**src/design/aas_ram.sv**
```systemverilog
`timescale 1ns / 1ps
// ----------------------------------------------------------------------------
// aas_ram
// simple dual-port ram, one write and one registered read per cycle
// ----------------------------------------------------------------------------
module aas_ram #(
  parameter int WIDTH = 16,
  parameter int DEPTH = 256
) (
  input  logic                     clk,
  input  logic                     we,
  input  logic [$clog2(DEPTH)-1:0] waddr,
  input  logic [WIDTH-1:0]         wdata,
  input  logic [$clog2(DEPTH)-1:0] raddr,
  output logic [WIDTH-1:0]         rdata
);

  logic [WIDTH-1:0] mem [DEPTH];

  always_ff @(posedge clk) begin
    if (we) begin
      mem[waddr] <= wdata;
    end
    rdata <= mem[raddr];
  end

endmodule

```
**config.mk**
```make
export PLATFORM = sky130hd
export DESIGN_NAME = aas_ram
export DESIGN_NICKNAME = d
export VERILOG_FILES = /design/src/design/aas_ram.sv
export SDC_FILE = /design/constraint.sdc
export NUM_CORES = 2
export LEC_CHECK = 0
export BUFFER_PORTS_ARGS = -buffer_cell sky130_fd_sc_hd__buf_4
export CORE_MARGIN = 8
export CORE_UTILIZATION = 50
export DETAILED_ROUTE_END_ITERATION = 10
export GPL_TIMING_DRIVEN = 0
export HOLD_SLACK_MARGIN = 0.15
export PLACE_DENSITY = 0.7
export RECOVER_POWER = 50
export SYNTH_ARGS = -nofsm -noshare
export SYNTH_HDL_FRONTEND = slang
export SYNTH_SLANG_ARGS = --single-unit
```
**constraint.sdc**
```tcl
create_clock -name clk -period 2.85 [get_ports clk]
set_input_delay 0.285 -clock clk [delete_from_list [all_inputs] [get_ports clk]]
set_output_delay 0.285 -clock clk [all_outputs]
set_load 0.01 [all_outputs]
```
---- Word-level counts from Yosys, hierarchy flattened ----
Memory sizes are Yosys's and may differ from the RTL's. A register that Yosys moved wholly into a read port is not among the register bits.
Cells that the tools add are included.
word-level totals
  register bits after elaboration ......... 0
  memories kept ........................... 1
  word-level logic and storage cells ...... 3
  input bits .............................. 34
  RAM bits ................................ 4,096
  bits in latches ......................... 0
  output and inout bits ................... 16
  ROM bits ................................ 0
cells by class
  shifts and indexed selects .............. 0
  multiply operators ...................... 0
  div/mod/pow operators ................... 0
  magnitude comparators ................... 0
  bitwise gates (word level) .............. 0
  multiplexer cells ....................... 2
  reduce and logical (&&, ||, !) cells .... 0
  add/sub/neg operators ................... 0
  eq/ne operators ......................... 0
memory list
  memory  depth  width  rd ports  clocked after Yosys merged registers in  wr ports  line  RTL
  mem     256    16     1         1                                        1         18    logic [WIDTH-1:0] mem [DEPTH];
operator list
  kind               number
  two-way mux 1 bit  2

---- Longest topological paths before layout ----
  depth after elaboration ................. 2
  gate-level depth with buffers ........... 12
  mapped depth without buffers ............ 6

---- Worst setup path before layout ----
Ideal clock, no wire load.
  path kind ............................... in2reg
  start ................................... input waddr[3]
  end ..................................... memory mem[235][0] (enable)
  arrival ................................. 2.062 ns
  slack ................................... 0.400 ns
  cell stages on the path ................. 6
  library setup time ...................... 0.388 ns
  required time ........................... 2.462 ns
  path buffers ............................ 3
  path through ............................ clkbuf_1 > nor2b_1 > clkbuf_1 > nand4_1 > clkbuf_1 > nor2_1
RTL lines
  element             line  RTL
  start: declaration  12    input logic [$clog2(DEPTH)-1:0] waddr,
  end: declaration    18
No word-level cell before the write port.

==> impl_metrics.csv <==
group,metric,value,unit
run_status,outcome,"finished with violations",
run_status,failed_checks,"capacitance limit, slew limit, setup timing",
routing,postRouteWirelength,485000,µm
floorplan,start_util,50.1,%
final_layout,area.growth.synth_to_final,15.6,%
clock_tree,cts_tree,"built",
floorplan,placementRows,207,
sta,final.period_utilization,109,%
routing,drt_pass1_iterations,10,
final_layout,stdcell_area,183000,µm²
clock_tree,worst_skew_pair.late_latency,960,ps
logic_synthesis,synthesis.instances,7360,
global_route,first_global_vias,82500,
place,post-place-cells,11800,
critical_path,worst-setup-path-type,"input pin to register",
floorplan,design.core.area,317000,µm²
logic_synthesis,synth_enable_flop_cells,4096,
routing,detailroute.via_count,85000,
routing,routed_via_density,6.74,
sta,worst_slew_margin_rel,-100,%
floorplan,floorplan.die.width,579,µm
sta,least_margin_pin_slew,3000,ps
final_layout,num-nets-final,8107,
logic_synthesis,synthArstFlopShare,0,%
power_and_ir_drop,post-layout-total-power,128,mW
sta,finalSetupViolCount,150,
critical_path,timing.critical_path.fanout_max,10,
power_and_ir_drop,p_leak,57.9,nW
sta,setup_repair_after_global_routing_missed_its_margin,"true",
floorplan,die_area,336000,µm²
critical_path,arrival,3920,ps
critical_path,start_kind,"input pin",
clock_tree,worst_setup_hold_path_clk_slew,60,ps
sta,finalWorstSetupSlack,-260,ps
clock_tree,cts_made_buffers,403,
final_layout,utilization,57.9,%
logic_synthesis,syn_nets,7394,
run,cap_violations,19,
logic_synthesis,synthDominantAreaCellType,"sky130_fd_sc_hd__edfxtp_1",
worst_hold_path,min-delay-path-class,"input pin to register",
clock_tree,ctsHtreeMaxLevel,5,
floorplan,pin_count,50,
logic_synthesis,synth-main-ff-cell,"sky130_fd_sc_hd__edfxtp_1",
logic_synthesis,library_cell_with_the_highest_instance_count_after_synthesis,"sky130_fd_sc_hd__edfxtp_1",
place,io_buffers,39,
final_layout,final.fill_count,22400,
logic_synthesis,yosysTopAreaCellShare,77.5,%
global_route,aggregate_global_route_resource_usage,28.4,%
global_route,grt-ovfl-total,0,
sta,maxSlewViolCount,2063,
logic_synthesis,synthTopCellsByArea,"sky130_fd_sc_hd__edfxtp_1 (77%), sky130_fd_sc_hd__mux4_2 (11%), sky130_fd_sc_hd__mux2i_1 (3.6%)",
place,globalplace.congestion,1.07,
sta,final.min_clock_period,3110,ps
critical_path,critical_path.endpoint_type,"register",
routing,detail_route.iter0.violations,14600,
logic_synthesis,post_synth_num_cell_types,52,
logic_synthesis,synth.cell_area,159000,µm²
sta,max_clock_freq,322,MHz
logic_synthesis,synth-seq-cells,4112,
global_route,grt_pass1_wl,660000,µm
power_and_ir_drop,ir_worst_vdd,0.661,mV
clock_tree,cts.sink_count,4112,
sta,final-hold-violation-count,0,
global_route,maximum_number_of_pins_on_one_net_before_global_route_repair,146,
routing,drt_drc_violations_left,0,
place,dpl-instance-area,169000,µm²
floorplan,die_h,579,µm
logic_synthesis,yosys_warnings,0,
final_layout,fin_cells,12600,
critical_path,worstPathRequired,3660,ps
global_route,antenna_found_initial,29,
logic_synthesis,ys_seq_area_share,77.7,%
power_and_ir_drop,power_per_cell_area,696,nW/µm²
sta,final.setup_skew,42.0,ps
clock_tree,cts-root-buf,"sky130_fd_sc_hd__clkbuf_16",
routing,postRouteAntennaNets,0,
logic_synthesis,netlist_top_cells_count,"sky130_fd_sc_hd__edfxtp_1 (4096), sky130_fd_sc_hd__mux4_2 (797), sky130_fd_sc_hd__mux2i_1 (565)",
routing,post_detailed_route_wirelength_per_cell,38.5,µm
clock_tree,cts_max_path_buffers,4,
logic_synthesis,avgSynthCellArea,21.6,µm²
final_layout,drive_gt1_share,28.6,%
place,hpwlAfterDp,326000,µm
placed cells by master (no fill, tap or decap), types with 16 or more instances in the layout:
cell and count:
sky130_fd_sc_hd__nand2_1 37, sky130_fd_sc_hd__bufinv_16 43, sky130_fd_sc_hd__nor2_1 96, sky130_fd_sc_hd__clkbuf_4 34, sky130_fd_sc_hd__nand4_1 26, sky130_fd_sc_hd__buf_8 169
sky130_fd_sc_hd__nor3_1 51, sky130_fd_sc_hd__buf_2 81, sky130_fd_sc_hd__clkinv_1 89, sky130_fd_sc_hd__clkinv_2 63, sky130_fd_sc_hd__nor3_2 23, sky130_fd_sc_hd__diode_2 17
sky130_fd_sc_hd__o22ai_1 145, sky130_fd_sc_hd__a22oi_1 39, sky130_fd_sc_hd__dlygate4sd3_1 32, sky130_fd_sc_hd__mux2i_1 565, sky130_fd_sc_hd__a221oi_1 21, sky130_fd_sc_hd__a22o_1 32
sky130_fd_sc_hd__clkbuf_16 410, sky130_fd_sc_hd__mux4_2 797, sky130_fd_sc_hd__a21oi_1 172, sky130_fd_sc_hd__edfxtp_1 4096, sky130_fd_sc_hd__mux2_2 88, sky130_fd_sc_hd__buf_12 20
sky130_fd_sc_hd__nor4_4 16, sky130_fd_sc_hd__o221ai_1 220, sky130_fd_sc_hd__o21ai_0 31, sky130_fd_sc_hd__buf_4 72, sky130_fd_sc_hd__buf_6 95, sky130_fd_sc_hd__nor3_4 18
sky130_fd_sc_hd__dfxtp_1 16, sky130_fd_sc_hd__buf_16 20, sky130_fd_sc_hd__a211oi_1 18, sky130_fd_sc_hd__o221ai_2 33, sky130_fd_sc_hd__nand3_1 30, sky130_fd_sc_hd__nor2_2 194
sky130_fd_sc_hd__clkbuf_2 99, sky130_fd_sc_hd__clkinvlp_4 16, sky130_fd_sc_hd__clkbuf_1 208
final timing paths:
kind                     start        end  slack, ps  depth (start not counted)
hold reg to reg   mem[218][13]  rdata[13]       1150                          6
hold / removal        waddr[7]  mem[3][7]        240                          4
setup / recovery      raddr[4]   rdata[7]       -260                          8
setup reg to reg   mem[23][13]  rdata[13]         60                          5
routing by layer:
layer | GRT usage [%] | share of wire [%] | up-vias
met5 | 0.0574 | 0.040 | -
met4 | 15.6 | 7.1 | 16
met3 | 9.22 | 14 | 1208
met2 | 41.6 | 44 | 6689
met1 | 38.0 | 35 | 44300
li1 | - | - | 32800
per-stage QoR:
step / setup TNS, ps / worst slack [ps] / hold WS (ps)
3_5_place_dp: -1036980 / -3690 / 517
4_1_cts: -57.7 / -27.4 / 166
3_3_place_gp: -5864630 / -3740 / 683
5_1_grt: -19210 / -98.2 / 224
2_1_floorplan: 0 / 400 / 384
6_report: -5480 / -260 / 243
critical path, stage by stage:
cell,delay (ps)
sky130_fd_sc_hd__clkbuf_2,530
sky130_fd_sc_hd__clkbuf_4,520
sky130_fd_sc_hd__clkbuf_2,570
sky130_fd_sc_hd__clkbuf_2,490
sky130_fd_sc_hd__a211oi_1,90
sky130_fd_sc_hd__o21ai_0,470
sky130_fd_sc_hd__nand3_1,390
sky130_fd_sc_hd__nor4_4,520
cells by family after synthesis:
kind of cell           after synthesis  synth area share (%)
DFF                               4112                  77.7
muxes                             1450                  15.5
AOI/OAI and AO/OA                  786                  3.54
and+or+nand+nor                    556                  1.57
buffers and inverters              456                  1.69
sequential cells by signal, indices dropped and copies added (netlist names):
name and flops:
mem 4096, rdata 16
repair_timing:
item,in CTS,in global routing
pin swaps,8,8
hold buffers,32,0
hold endpoints to repair,2288,0
setup endpoints to repair,16,227
buffers inserted,2,0
resized for setup,368,90
report_power, final:
part	internal [mW]	switching (mW)	total [mW]
Sequential	66.7	0.0450	66.8
Clock	30.3	22.9	53.3
Combinational	2.36	5.28	7.64
layout make-up:
cell class                 count  area (µm²)  share of cell area (%)
antenna                       17        42.5                  0.0232
buffer                       452        3030                    1.65
clock buffer                 494       10600                    5.77
clock inverter               243        2490                    1.36
inverter                       4        17.5                 0.00955
multi-input combinational   2792       34600                    18.9
sequential                  4112      123000                    67.2
tap                         4180        5230                    2.85
timing repair buffer         308        4110                    2.24
Power figures use the tool's default switching activity.
